==> src/rtl/latency_statistics_monitor_defines.svh <==
// ----------------------------------------------------------------------------
// Latency statistics monitor: assertion macros
// Shared assertion forms for the monitor's concurrent checks.
// ----------------------------------------------------------------------------
`ifndef LATENCY_STATISTICS_MONITOR_DEFINES_SVH
`define LATENCY_STATISTICS_MONITOR_DEFINES_SVH

// Same-cycle implication, disabled during reset
`define LSM_ASSERT_IMP(lbl, ante, cons, msg) \
  lbl: assert property (@(posedge clk_i) disable iff (!rst_ni) (ante) |-> (cons)) \
    else $error(msg);

// Next-cycle implication, disabled during reset
`define LSM_ASSERT_NXT(lbl, ante, cons, msg) \
  lbl: assert property (@(posedge clk_i) disable iff (!rst_ni) (ante) |=> (cons)) \
    else $error(msg);

`endif

==> src/rtl/lsm_pkg.sv <==
// ----------------------------------------------------------------------------
// Latency statistics monitor package
// Shared constants, types and the percentile index function.
// ----------------------------------------------------------------------------
`timescale 1ns / 1ps
`default_nettype none

package lsm_pkg;

  localparam int Window  = 128;
  localparam int WinIdxW = (Window > 1) ? $clog2(Window) : 1;
  localparam int FillW   = $clog2(Window + 1);

  localparam logic [1:0] CMD_RECORD = 2'd0;
  localparam logic [1:0] CMD_REPORT = 2'd1;
  localparam logic [1:0] CMD_CLEAR  = 2'd2;

  localparam logic [6:0] PCT_95 = 7'd95;
  localparam logic [6:0] PCT_99 = 7'd99;

  // floor(x / 100) as (x * RecipM) >> RecipK, exact for the index range
  localparam int          RecipK = 24;
  localparam logic [17:0] RecipM = 18'd167773;
  localparam int          ProdW  = FillW + 7;
  localparam int          MulW   = ProdW + 18;

  typedef enum logic [1:0] {
    KIND_RECORD,
    KIND_REPORT,
    KIND_CLEAR,
    KIND_NOP
  } kind_e;

  typedef struct packed {
    kind_e       kind;
    logic [31:0] latency;
  } item_t;

  typedef struct packed {
    logic             busy;
    logic [FillW-1:0] fill;
  } back_status_t;

  function automatic logic [FillW-1:0] pct_index(input logic [FillW-1:0] n,
                                                 input logic [6:0]       pct);
    logic [ProdW-1:0] prod;
    logic [MulW-1:0]  scaled;
    prod   = ProdW'(n) * ProdW'(pct);
    scaled = MulW'(prod) * MulW'(RecipM);
    return scaled[RecipK +: FillW];
  endfunction

endpackage

`default_nettype wire

==> src/rtl/lsm_front.sv <==
// ----------------------------------------------------------------------------
// Monitor front end
// Accept commands, classify them and hold them in a two-entry queue.
// ----------------------------------------------------------------------------
`timescale 1ns / 1ps
`default_nettype none

module lsm_front (
  input  wire logic          clk_i,
  input  wire logic          rst_ni,
  input  wire logic          push_i,
  output logic               full_o,
  input  wire logic [1:0]    command_i,
  input  wire logic [31:0]   latency_i,
  output logic               item_valid_o,
  output lsm_pkg::item_t     item_o,
  input  wire logic          item_take_i
);

  lsm_pkg::item_t slot_q [2];
  logic           wr_ptr_q, rd_ptr_q;
  logic [1:0]     cnt_q;
  lsm_pkg::item_t incoming;
  logic           wr_en, rd_en;

  always_comb begin
    incoming.latency = latency_i;
    unique case (command_i)
      lsm_pkg::CMD_RECORD: incoming.kind = lsm_pkg::KIND_RECORD;
      lsm_pkg::CMD_REPORT: incoming.kind = lsm_pkg::KIND_REPORT;
      lsm_pkg::CMD_CLEAR:  incoming.kind = lsm_pkg::KIND_CLEAR;
      default:             incoming.kind = lsm_pkg::KIND_NOP;
    endcase
  end

  assign full_o       = (cnt_q == 2'd2);
  assign item_valid_o = (cnt_q != 2'd0);
  assign item_o       = slot_q[rd_ptr_q];
  assign wr_en        = push_i && !full_o;
  assign rd_en        = item_take_i && item_valid_o;

  always_ff @(posedge clk_i or negedge rst_ni) begin
    if (!rst_ni) begin
      wr_ptr_q <= 1'b0;
      rd_ptr_q <= 1'b0;
      cnt_q    <= '0;
    end else begin
      if (wr_en) begin
        wr_ptr_q <= ~wr_ptr_q;
      end
      if (rd_en) begin
        rd_ptr_q <= ~rd_ptr_q;
      end
      if (wr_en && !rd_en) begin
        cnt_q <= cnt_q + 2'd1;
      end else if (rd_en && !wr_en) begin
        cnt_q <= cnt_q - 2'd1;
      end
    end
  end

  always_ff @(posedge clk_i) begin
    if (wr_en) begin
      slot_q[wr_ptr_q] <= incoming;
    end
  end

endmodule

`default_nettype wire

==> config.mk <==
export PLATFORM = sky130hd
export DESIGN_NAME = lsm_front
export DESIGN_NICKNAME = d
export VERILOG_FILES = /design/src/rtl/latency_statistics_monitor_defines.svh /design/src/rtl/lsm_pkg.sv /design/src/rtl/lsm_front.sv
export SDC_FILE = /design/constraint.sdc
export NUM_CORES = 1
export LEC_CHECK = 0
export BUFFER_PORTS_ARGS = -buffer_cell sky130_fd_sc_hd__buf_2
export CAP_MARGIN = 20
export CORE_ASPECT_RATIO = 0.9
export CORE_MARGIN = 1
export CORE_UTILIZATION = 47
export CTS_CLUSTER_SIZE = 25
export DETAILED_ROUTE_END_ITERATION = 6
export GPL_TIMING_DRIVEN = 0
export PLACE_DENSITY = 0.75
export SETUP_SLACK_MARGIN = 0.15
export SKIP_CTS_REPAIR_TIMING = 1
export SYNTH_ARGS = -nofsm -noshare
export SYNTH_HDL_FRONTEND = slang
export SYNTH_SLANG_ARGS = --single-unit
==> constraint.sdc <==
create_clock -name clk_i -period 2.6 [get_ports clk_i]
set_input_delay 0.26 -clock clk_i [delete_from_list [all_inputs] [get_ports clk_i]]
set_output_delay 0.26 -clock clk_i [all_outputs]
set_load 0.02 [all_outputs]
# Word-level counts from Yosys, hierarchy flattened
# Memories as Yosys holds them, arrays and structs flattened.
# Cells that the tools add are included.
# op_classes
n_lt_le_gt_ge	0
shifts	0
bitwise	2
n_reduce_logical	10
n_addsub	2
div_mod_pow	0
mul	0
n_eq_ne	3
mux	5
# op_table
op	count
2-bit one-hot mux with 3 select lines	1
2-bit equality test (second input constant)	2
1-bit logical AND	4
2-bit two-way mux	2
2-bit nonzero test	2
1-bit logical NOT	3
2-bit by 1-bit adder with 2-bit output (second input constant)	1
2-bit by 1-bit equality test with 1-bit output (second input constant)	1
2-bit logical NOT	1
1-bit two-way mux	2
1-bit inverter	2
2-bit by 1-bit subtractor with 2-bit output (second input constant)	1
# word_totals
register_bits	4
wordCells	26
latch_bits	0
mem_bits_rw	68
mem_count	1
inputBits	38
romBits	0
output_inout_bits	36
# memory_table
memory	depth	word_bits	read_ports	rd_clocked_by_memory_dff	wr	line_no	rtl
slot_q	2	34	1	0	1	lsm_front.sv:20	lsm_pkg::item_t slot_q [2];

# Depth between registers and ports, before layout
# Gate-level depths: netlist (run 1).
# logic_depth
ltp_word	7
mapped_depth	7

# Least setup slack after synthesis (run 1)
# OpenSTA, ideal clock, no wires.
# synth_path
path_type	register to register
start	register cnt_q[0]
end	memory slot_q[0][0] in the netlist's numbering (enable)
setup_slack_ns	0.115
n_path_buf	0
arrival_ns	2.060
stages_incl_launch_ff	4
cell_sequence	dfrtp_1 -> nand2b_1 -> nand2_1 -> nor2_1
# synth_via
elab_chain_len	5
# synth_rtl
element	line_no	rtl
start, declared	lsm_front.sv:22	logic [1:0] cnt_q;
start signal, assigned	lsm_front.sv:55	cnt_q <= cnt_q + 2'd1;
start signal, assigned	lsm_front.sv:57	cnt_q <= cnt_q - 2'd1;
2-bit equality test	lsm_front.sv:36	assign full_o = (cnt_q == 2'd2);
1-bit logical NOT	lsm_front.sv:39	assign wr_en = push_i && !full_o;
1-bit logical AND	lsm_front.sv:39	
1-bit two-way mux	lsm_front.sv:63	if (wr_en) begin
1-bit two-way mux (implied by the code)	lsm_front.sv:64	slot_q[wr_ptr_q] <= incoming;
end, declared	lsm_front.sv:20	
# No other way between the ends.

==> metrics.md, run 1 <==
| Metric | Value |
|---|---|
| Largest family of logic cells by synthesized area | multiplexers |
| Area growth, synth to finish | 25.73% |
| Adder-Cell Fraction of Synth Area | 0.004452 |
| Synth Warn # | 0 |
| Hold Crit Class | input pin to flop |
| Hold Vio Cnt, Final | 0 |
| Synthesized cell area | approximately 2800 um^2 |
| Commonest non-fill, non-tap cell in the layout | buf_2 |
| Nets@finish | 250 |
| Later-pin clock latency in the skew report | 0.34 ns |
| Layout cell share with drive strength beyond 1 | 0.5833 |
| Worst-case clock buffer depth | 2 |
| Congestion Overflow GR | 0 |
| Die W | about 84 um |
| Clock power share | 0.239 |
| Rows | 26 |
| Unique cell type count in the Yosys netlist | 16 |
| Most frequent cells in the layout | buf_2 (71), edfxtp_1 (68), mux2_4 (29) |
| Final setup fails | 0 |
| # Max-Cap Violations | 0 |
| Data arrival, critical path | ~1.5 ns |
| Syn Area/Cell | 22.13 um^2 |
| Post-Route WL | approximately 4400 um |
| Post-synthesis mux area share | 0.1750 |
| Htree depth | 3 |
| Sum Neg Setup Slack | 0 ns |
| Yosys top cell area share | 0.7266 |
| Routed Antenna Nets | 0 |
| GPL Wtd Cong | roughly 0.64 |
| Status | finished, final reports clean |
| HPWL after DPL | 2931 um |
| LEAKAGE | ~1.4 nW |
| Final Critical Period | 1.741 ns |
| RSZ-0062 raised after global routing | no |
| CP Launch Type | flop |
| Per-cell routed wire length | 15.23 um |
| Max Fclk | ~570 MHz |
| Die height | 75.36 um |
| CTS Sinks | slightly above 70 |
| Tightest Pin Transition | about 0.82 ns |
| Core Box Area | about 5700 um^2 |
| First-pass GRT wire length | approximately 6600 um |
| Compound-cell area share of the yosys netlist | 0 |
| Period utilization | 0.6696 |
| Initial DRC Count | 34 |
| Root buffer cell | clkbuf_8 |
| CTS tree | done |
| DRT Pass-1 Iters | 4 |
| Combinational power share | 0.370 |
| Area contributors post-synth | edfxtp_1 (73%), mux2_4 (15%), dfrtp_1 (3.6%), buf_12 (2.1%), mux2_2 (2.0%) |
| Clock transition at the registers of the reported paths | about 0.070 ns |
| PD cells | 1214 nW/um^2 |
| Cell taking the most area after synthesis | edfxtp_1 |
| Switch share | 0.3070 |
| Largest net degree at the start of global routing | 35 |
| Post-synthesis xor/xnor area fraction | 0.01558 |
| Hold Slack | 0.1047 ns |
| Syn_nets | roughly 170 |
| Die area | 6293 um^2 |
| Avg Vias per Cell | 4.811 |
| Cells after synthesis | 127 |
| Slew Limit Fails | 0 |
| Input/output buffers | 71 |
| Critical Path Sink Type | output port |
| Sequential share of power | 0.391 |
| Req. time, crit path | approximately 2.3 ns |
| Psw | ~1.3 mW |
| #FFs+latches synth | about 70 |
| R2R Setup Slk | approximately 0.90 ns |
| Via count | roughly 1.4k |
| Initial antenna violation count | 0 |
| Max_slew headroom | 0.4515 |
| Io pins | 74 |
| Num CTS Buffers | 9 |
| Antenna diodes | 0 |
| Sequential-to-total area share from yosys stat | 0.7622 |
| Simple-gate portion of the synthesized area | 0.01202 |
| GRT Overall Usage | 0.1458 |
| Internal Power | approximately 3 mW |
| Vias in the first global route | approximately 1.4k |
| Critical Path Fanout Max | 10 |
| Final Skew | approximately 0.0062 ns |
| DR DRC count | 0 |
| VDD IR max | 0.0008234 V |
| Starting Density | 0.4908 |
| WS Path Type | flop to output port |
==> synth_stat cells (all sizes together) <==
master,n
ha,1
nand2b,1
dfrtp,4
clkbuf,2
nand2,2
and3,1
inv,2
or2,1
mux2,34
buf,4
nor2,2
xnor2,3
xor2,2
edfxtp,68
==> registers in the layout, summed over array words and instances, names as in the netlist <==
register / cells
slot_q: 68
wr_ptr_q: 1
rd_ptr_q: 1
cnt_q: 2
==> path summary, 6_finish.rpt <==
check / to / depth (start not counted) / from
min in group asynchronous: cnt_q[0]$_DFFE_PN0P_ / 2 / rst_ni
worst max register to register: slot_q[1][12]$_DFFE_PP_ / 2 / cnt_q[0]$_DFFE_PN0P_
worst min register to register: cnt_q[1]$_DFFE_PN0P_ / 1 / cnt_q[1]$_DFFE_PN0P_
max in group asynchronous: cnt_q[1]$_DFFE_PN0P_ / 2 / rst_ni
worst min-delay path: slot_q[1][31]$_DFFE_PP_ / 1 / latency_i[31]
worst max-delay path: item_o[12] / 4 / rd_ptr_q$_DFFE_PN0P_
==> worst max-delay path, cell delays in order (launching register included) <==
cell	delay, ns
dfrtp_1	0.37
buf_6	0.15
buf_12	0.15
mux2_4	0.30
buf_2	0.16
==> power groups by stage <==
stage	clock [mW]	sequential [mW]	combinational, mW
3_3_place_gp	0	1.69	1.56
4_1_cts	1.05	1.68	1.61
2_1_floorplan	0	1.68	1.20
6_report	1.02	1.68	1.59
5_1_grt	1.09	1.71	1.69
3_5_place_dp	0	1.71	1.61
==> cell type report <==
class	count	area [um^2]
Inverter	2	7.507
Sequential cell	72	2142
Fill cell	442	2192
Buffer	6	78.83
Multi-Input combinational cell	47	590.6
Clock inverter	7	110.1
Clock buffer	9	123.9
Tap cell	70	87.58
Timing Repair Buffer	73	392.9
==> kinds of logic (layout without fill, tap and decap cells) <==
family                     Yosys count  count (layout)
xor gates and xnor gates             5               5
adders and majority gates            1               1
buffers and inverters                8              97
DFF                                 72              72
muxes                               34              34
and+or+nand+nor                      7               7
==> metal layers <==
layer  track usage  routed length (um)  up-vias
li1              -                   -      650
met1        0.1541                1751      659
met2        0.2596                2199       60
met3       0.08017                 360        7
met4       0.03955                  45        0
met5             0                   0        -
==> per-stage QoR <==
| stage | total power [mW] | setup WS, ns | util | area (um^2) | std cells |
|---|---|---|---|---|---|
| 2_1_floorplan | 2.881 | 0.6738 | - | 2813 | 127 |
| 3_3_place_gp | 3.256 | 0.1304 | 0.5686 | 3256 | 268 |
| 3_5_place_dp | 3.320 | 0.8687 | 0.5745 | 3289 | 269 |
| 4_1_cts | 4.348 | 0.8392 | 0.6154 | 3523 | 285 |
| 5_1_grt | 4.483 | 0.7600 | 0.6171 | 3533 | 286 |
| 6_report | 4.291 | 0.8591 | 0.6171 | 3533 | 286 |
No activity file was read; power rests on OpenSTA's default activity.
==> run 2: changes to the inputs <==
CORE_UTILIZATION = 52   (was 47)
PLACE_DENSITY = 0.79   (was 0.75)
clock period = 1.8 ns   (was 2.6 ns; I/O delays follow)
==> run 2 against run 1 <==
- clock-buffer cell count up 2
- register-to-register slack got worse by 0.67 ns
- hold slack worse by 0.075 ns
- via count rose by 3.6%
- worst setup slack worse by 0.73 ns
- sequential share of layout area decreased by 4.6 points
- critical path depth did not move
- clock skew hardly changed
- critical path type unchanged
- largest cell class unchanged
- highest routed layer unchanged
==> metrics.md, run 2 (synthesis results as in run 1) <==
| Metric | Value |
|---|---|
| Tightest Pin Transition | 0.4869 ns (-0.3358 ns) |
| Largest net degree at the start of global routing | 35 (unchanged) |
| Rows | 25 (-3.8%) |
| First-pass GRT wire length | 6451 um (-2.7%) |
| Max_slew headroom | 0.6754 (+0.2239) |
| GRT Overall Usage | 0.1589 (+0.01315) |
| Vias in the first global route | 1395 (-1.1%) |
| Data arrival, critical path | 1.49 ns (about the same) |
| Io pins | 74 (unchanged) |
| CTS tree | done |
| Area growth, synth to finish | 36.11% |
| Max Fclk | roughly 600 MHz |
| Worst r2r src | cnt_q[0]$_DFFE_PN0P_ |
| Core Box Area | 5224 um^2 (-8.8%) |
| Congestion Overflow GR | 0 (unchanged) |
| Total Power | 6.748 mW (+57%) |
| Commonest non-fill, non-tap cell in the layout | edfxtp_1 |
| Clock transition at the registers of the reported paths | 0.08 ns (about the same) |
| VDD IR max | 0.001409 V (+71%) |
| PD cells | 1764 nW/um^2 (+45%) |
| Max FFs per register | 68 (unchanged) |
| Slew Limit Fails | 0 (unchanged) |
| Final Critical Period | 1.675 ns |
| Input/output buffers | 71 (unchanged) |
| Initial antenna violation count | 0 (unchanged) |
| DRT Pass-1 Iters | 4 (unchanged) |
| Largest registers | slot_q x68, cnt_q x2 |
| Biggest register | slot_q |
| Per-cell routed wire length | 16.03 um (+5.2%) |
| Starting Density | 0.5380 (+0.04714) |
| HPWL after DPL | 2689 um (-8.3%) |
| Num CTS Buffers | 9 (unchanged) |
| Critical Path Sink Type | output port |
| Routed Antenna Nets | 0 (unchanged) |
| Die W | 79.49 um (-4.8%) |
| Hold Vio Cnt, Final | 0 (unchanged) |
| CP Launch Type | flop |
| Final Skew | 0.006333 ns (+0.0001386 ns) |
| Layout cell share with drive strength beyond 1 | 0.6133 (+0.03000) |
| Req. time, crit path | 1.62 ns (-0.72 ns) |
| Critical Path Fanout Max | 7 (-3) |
| Post-place instance area | 3258 um^2 (-0.95%) |
| Initial DRC Count | 66 (+94%) |
| Hold Crit Class | input pin to flop |
| WS Path Type | flop to output port |
| Worst-case clock buffer depth | 2 (unchanged) |
| Nets@finish | 259 (+3.6%) |
| Finished Cell Area | 3825 um^2 (+8.3%) |
| Crit. Startpoint | rd_ptr_q$_DFFE_PN0P_ |
| Setup slack after layout | 0.1251 ns (-0.7340 ns) |
| GPL Wtd Cong | 0.7181 (+13%) |
| Status | finished, final reports clean |
| Final-layout fill cell count | 326 (-26%) |
| Pre-CTS setup slack | -0.1143 ns (-0.9830 ns) |
| Die area | 5703 um^2 (-9.4%) |
| Post-Route WL | 4681 um (+7.4%) |
| Most frequent cells in the layout | edfxtp_1 (68), buf_2 (43), mux2_4 (29), buf_6 (29), clkbuf_8 (11) |
| Final setup fails | 0 (unchanged) |
| DR DRC count | 0 (unchanged) |
| Hold Startpoint | latency_i[9] |
| LEAKAGE | 1.555 nW (+8.0%) |
| CTS Sinks | 72 (unchanged) |
| Sum Neg Setup Slack | 0 ns (unchanged) |
| Htree depth | 3 (unchanged) |
| Via count | 1426 (+3.6%) |
| Later-pin clock latency in the skew report | 0.33 ns (about the same) |
| Period utilization | 0.9305 |
| # Max-Cap Violations | 0 (unchanged) |
| Antenna diodes | 0 (unchanged) |
| Avg Vias per Cell | 4.884 (+1.5%) |
| Die height | 71.74 um (-4.8%) |
| Root buffer cell | clkbuf_8 |
| Final core utilization | 0.7322 (+0.1151) |
| RSZ-0062 raised after global routing | yes |
-- run 2: cell types whose count changed in the layout (fill, tap and decap cells not counted), moves of 3 or more --
cell | previous run | this run
buf_2 | 71 | 43
buf_4 | 0 | 3
clkbuf_16 | 0 | 3
buf_6 | 1 | 29
-- run 2: path summary, 6_finish.rpt --
check | endpoint | slack, ns | cells past startpoint
setup / recovery | item_o[2] | 0.13 | 4
hold / removal | slot_q[1][9]$_DFFE_PP_ | 0.03 | 1
setup reg to reg | cnt_q[1]$_DFFE_PN0P_ | 0.23 | 6
hold reg to reg | cnt_q[1]$_DFFE_PN0P_ | 0.51 | 1
max in group asynchronous | rd_ptr_q$_DFFE_PN0P_ | 1.50 | 2
min in group asynchronous | cnt_q[0]$_DFFE_PN0P_ | 0.18 | 2
-- run 2: final cells by class --
class / instances / area, um^2 / area share
Buffer: 6 / 82.58 / 0.02159
Sequential cell: 72 / 2142 / 0.5600
Inverter: 2 / 7.507 / 0.001963
Clock buffer: 11 / 151.4 / 0.03958
Tap cell: 67 / 83.83 / 0.02192
Timing Repair Buffer: 81 / 689.4 / 0.1802
Multi-Input combinational cell: 48 / 613.1 / 0.1603
Clock inverter: 5 / 55.05 / 0.01439
-- run 2: metrics by stage --
step / std cells / hold WS [ns]
final: 292 / 0.02989
after global routing: 292 / 0.01024
after CTS: 281 / -0.3750
after detailed placement: 265 / -0.006333
after global placement: 265 / -0.009339
after floorplan: 127 / -0.1156
-- run 2: worst max-delay path, cell delays in order, from the launching register on --
cell	delay (ns)
dfrtp_1	0.40
buf_8	0.16
clkbuf_16	0.16
mux2_4	0.30
buf_6	0.13
-- run 2: metal layers --
layer	global-route usage	wire (um)
met1	0.1794	1991
met4	0.1111	105
met3	0.03567	153
met2	0.2678	2430
met5	0	0
-- run 2: power by group --
group / internal, mW / switching, mW
logic: 1.66 / 1.37
registers: 2.30 / 0.139
clock network: 0.711 / 0.576
==> run 3: changes to the inputs <==
ABC_AREA = 1   (was default)
CORE_UTILIZATION = 51   (was 52)
PLACE_DENSITY = 0.78   (was 0.79)
==> run 3 against run 2 <==
- sequential share of layout area grew 4.4 points
- area after synthesis shrank 2.2%
- fmax grew 8.7%
- die area shrank 0.30%
- first-iteration DRC count shrank 32%
- synthesized cell count grew 66%
- utilization shrank 2.6 points
- critical path depth grew 2
- hold slack gained 0.0017 ns
- combinational power shrank 20%
==> metrics.md, run 3 <==
| Metric | Value |
|---|---|
| RSZ-0062 raised after global routing | no |
| Yosys top cell area share | 0.7432 (+0.01654) |
| Count leader, synth | nand2_1 |
| HPWL after DPL | 2931 um (+9.0%) |
| Period utilization | 0.8561 (-0.07446) |
| Post-Route WL | 4736 um (+1.2%) |
| Nets@finish | 339 (+31%) |
| CTS Sinks | 72 (unchanged) |
| Top_reg_cell synth | edfxtp_1 |
| WS Path Type | flop to output port |
| PD cells | 1769 nW/um^2 (+0.27%) |
| Via count | 1738 (+22%) |
| Initial antenna violation count | 0 (unchanged) |
| Hold Crit Class | input pin to flop |
| Cells after synthesis | 211 (+66%) |
| Req. time, crit path | 1.62 ns (about the same) |
| First-pass GRT wire length | 7286 um (+13%) |
| Critical Path Sink Type | output port |
| Biggest register | slot_q |
| Antenna diodes | 0 (unchanged) |
| Synth Warn # | 0 (unchanged) |
| DR DRC count | 0 (unchanged) |
| Syn_nets | 250 (+51%) |
| GRT Overall Usage | 0.1768 (+0.01781) |
| Per-cell routed wire length | 12.80 um (-20%) |
| Worst-case clock buffer depth | 2 (unchanged) |
| Starting Density | 0.5479 (+0.009940) |
| Sequential-to-total area share from yosys stat | 0.7796 (+0.01736) |
| Placed instance count | 347 (+31%) |
| GPL Wtd Cong | 0.7289 (+1.5%) |
| Slew Limit Fails | 0 (unchanged) |
| Critical Path Fanout Max | 10 (+3) |
| Die height | 71.64 um (-0.15%) |
| Final cell count without fillers | 370 (+27%) |
| Largest registers | slot_q x68, cnt_q x2 |
| Area growth, synth to finish | 28.96% |
| Die W | 79.37 um (-0.15%) |
| Io pins | 74 (unchanged) |
| Die area | 5686 um^2 (-0.30%) |
| Final Critical Period | 1.541 ns (-0.1340 ns) |
| Final Skew | 0.005000 ns (-0.001333 ns) |
| Post-place instance area | 3201 um^2 (-1.8%) |
| Initial DRC Count | 45 (-32%) |
| Rows | 24 (-4.0%) |
| Worst r2r src | cnt_q[0]$_DFFE_PN0P_ |
| # Max-Cap Violations | 0 (unchanged) |
| Unique cell type count in the Yosys netlist | 18 (+2) |
| Htree depth | 3 (unchanged) |
| Final setup fails | 0 (unchanged) |
| #FFs+latches synth | 72 (unchanged) |
| Largest net degree at the start of global routing | 35 (unchanged) |
| Input/output buffers | 71 (unchanged) |
| DRT Pass-1 Iters | 4 (unchanged) |
| Most frequent cells in the layout | nand2_1 (110), buf_2 (71), edfxtp_1 (68) |
| Core Box Area | 5015 um^2 (-4.0%) |
| Number of flops mapped to enable cells by yosys | 68 (unchanged) |
| VDD IR max | 0.001260 V (-11%) |
| CP Launch Type | flop |
| Layout cell share with drive strength beyond 1 | 0.3508 (-0.2625) |
| Finished Cell Area | 3543 um^2 (-7.4%) |
| Root buffer cell | clkbuf_8 |
| Data arrival, critical path | 1.36 ns (-0.13 ns) |
| CTS tree | done |
| Later-pin clock latency in the skew report | 0.33 ns (about the same) |
| Synthesized cell area | 2748 um^2 (-2.2%) |
| Congestion Overflow GR | 0 (unchanged) |
| Crit. Startpoint | rd_ptr_q$_DFFE_PN0P_ |
| Routed Antenna Nets | 0 (unchanged) |
| Hold Vio Cnt, Final | 0 (unchanged) |
| Max Fclk | 649.0 MHz (+8.7%) |
| Commonest non-fill, non-tap cell in the layout | nand2_1 |
| Vias in the first global route | 1679 (+20%) |
| Tightest Pin Transition | 0.5348 ns (+0.04791 ns) |
| Avg Vias per Cell | 4.697 (-3.8%) |
| Max FFs per register | 68 (unchanged) |
| Num CTS Buffers | 9 (unchanged) |
| Area contributors post-synth | edfxtp_1 (74%), nand2_1 (15%), dfrtp_1 (3.6%), buf_6 (1.6%), buf_4 (0.82%) |
| Max_slew headroom | 0.6411 (-0.03433) |
| LEAKAGE | 1.551 nW (-0.26%) |
| Syn Area/Cell | 13.02 um^2 (-41%) |
| Clock transition at the registers of the reported paths | 0.07 ns (about the same) |
| Status | finished, final reports clean |
| Async set-reset flop share out of synthesis | 0.05556 (unchanged) |
| Cell taking the most area after synthesis | edfxtp_1 |
| Most frequent cells after synthesis | nand2_1 (110), edfxtp_1 (68), inv_1 (6), buf_6 (4), dfrtp_1 (4) |
| Hold Startpoint | latency_i[16] |
## run 3: changes by cell type after synthesis, sizes merged, moves of 3 or more
cell,before,now
mux2,34,0
nand2,2,113
inv,2,8
buf,4,7
## run 3: kinds of logic (layout without fill, tap and decap cells)
group	Yosys count	in the layout	share of synthesized area
simple gates	119	120	0.1708
flops	72	72	0.7796
buf+inv	17	110	0.04007
fa+ha+maj	1	1	0.004553
compound gates	1	1	0.001820
xor+xnor	1	1	0.003188
## run 3: layout make-up
type                            instances  area, um^2
Sequential cell                        72        2142
Fill cell                             355        1471
Multi-Input combinational cell        123       519.2
Timing Repair Buffer                   76       445.4
Clock buffer                            9       123.9
Clock inverter                          7       110.1
Tap cell                               65       81.33
Buffer                                  9       75.07
Inverter                                8       38.79
Timing Repair inverter                  1       7.507
## run 3: where the power goes
group          switching [mW]  internal (mW)
combinational            1.59          0.826
clock                   0.552          0.908
sequential              0.111           2.28
## run 3: path summary, 6_finish.rpt
| check | cells after the start | end | slack, ns |
|---|---|---|---|
| worst max-delay path | 6 | item_o[4] | 0.26 |
| worst min-delay path | 1 | slot_q[1][16]$_DFFE_PP_ | 0.03 |
| worst max register to register | 3 | slot_q[1][18]$_DFFE_PP_ | 0.34 |
| worst min register to register | 2 | cnt_q[1]$_DFFE_PN0P_ | 0.50 |
| max in group asynchronous | 2 | rd_ptr_q$_DFFE_PN0P_ | 1.46 |
| min in group asynchronous | 2 | cnt_q[1]$_DFFE_PN0P_ | 0.21 |
## run 3: through the flow
stage	utilization	setup TNS, ns	worst slack (ns)	power [mW]	hold slack (ns)
after floorplan	-	0	0.1671	3.978	-0.1156
after CTS	0.6849	-8.520	-0.1502	6.169	-0.3721
after global placement	0.6382	-4.209	-0.09880	4.640	-0.007660
final	0.7066	0	0.2591	6.268	0.03162
after detailed placement	0.6382	-7.627	-0.1342	4.705	-0.007647
after global routing	0.7066	0	0.1640	6.629	0.01773
## run 3: critical path, stage by stage, from the launching register on
cell and delay [ns]:
dfrtp_1 0.37, buf_6 0.14, inv_6 0.09, buf_6 0.14
nand2_1 0.05, nand2_1 0.07, buf_2 0.17
## run 3: per-layer routing
layer  part of all wire  vias up  global-route usage
met2               0.51       62              0.3170
li1                   -      877                   -
met4              0.011        0             0.09293
met5                  0        -                   0
met1               0.42      793              0.1886
met3              0.063        6             0.05096
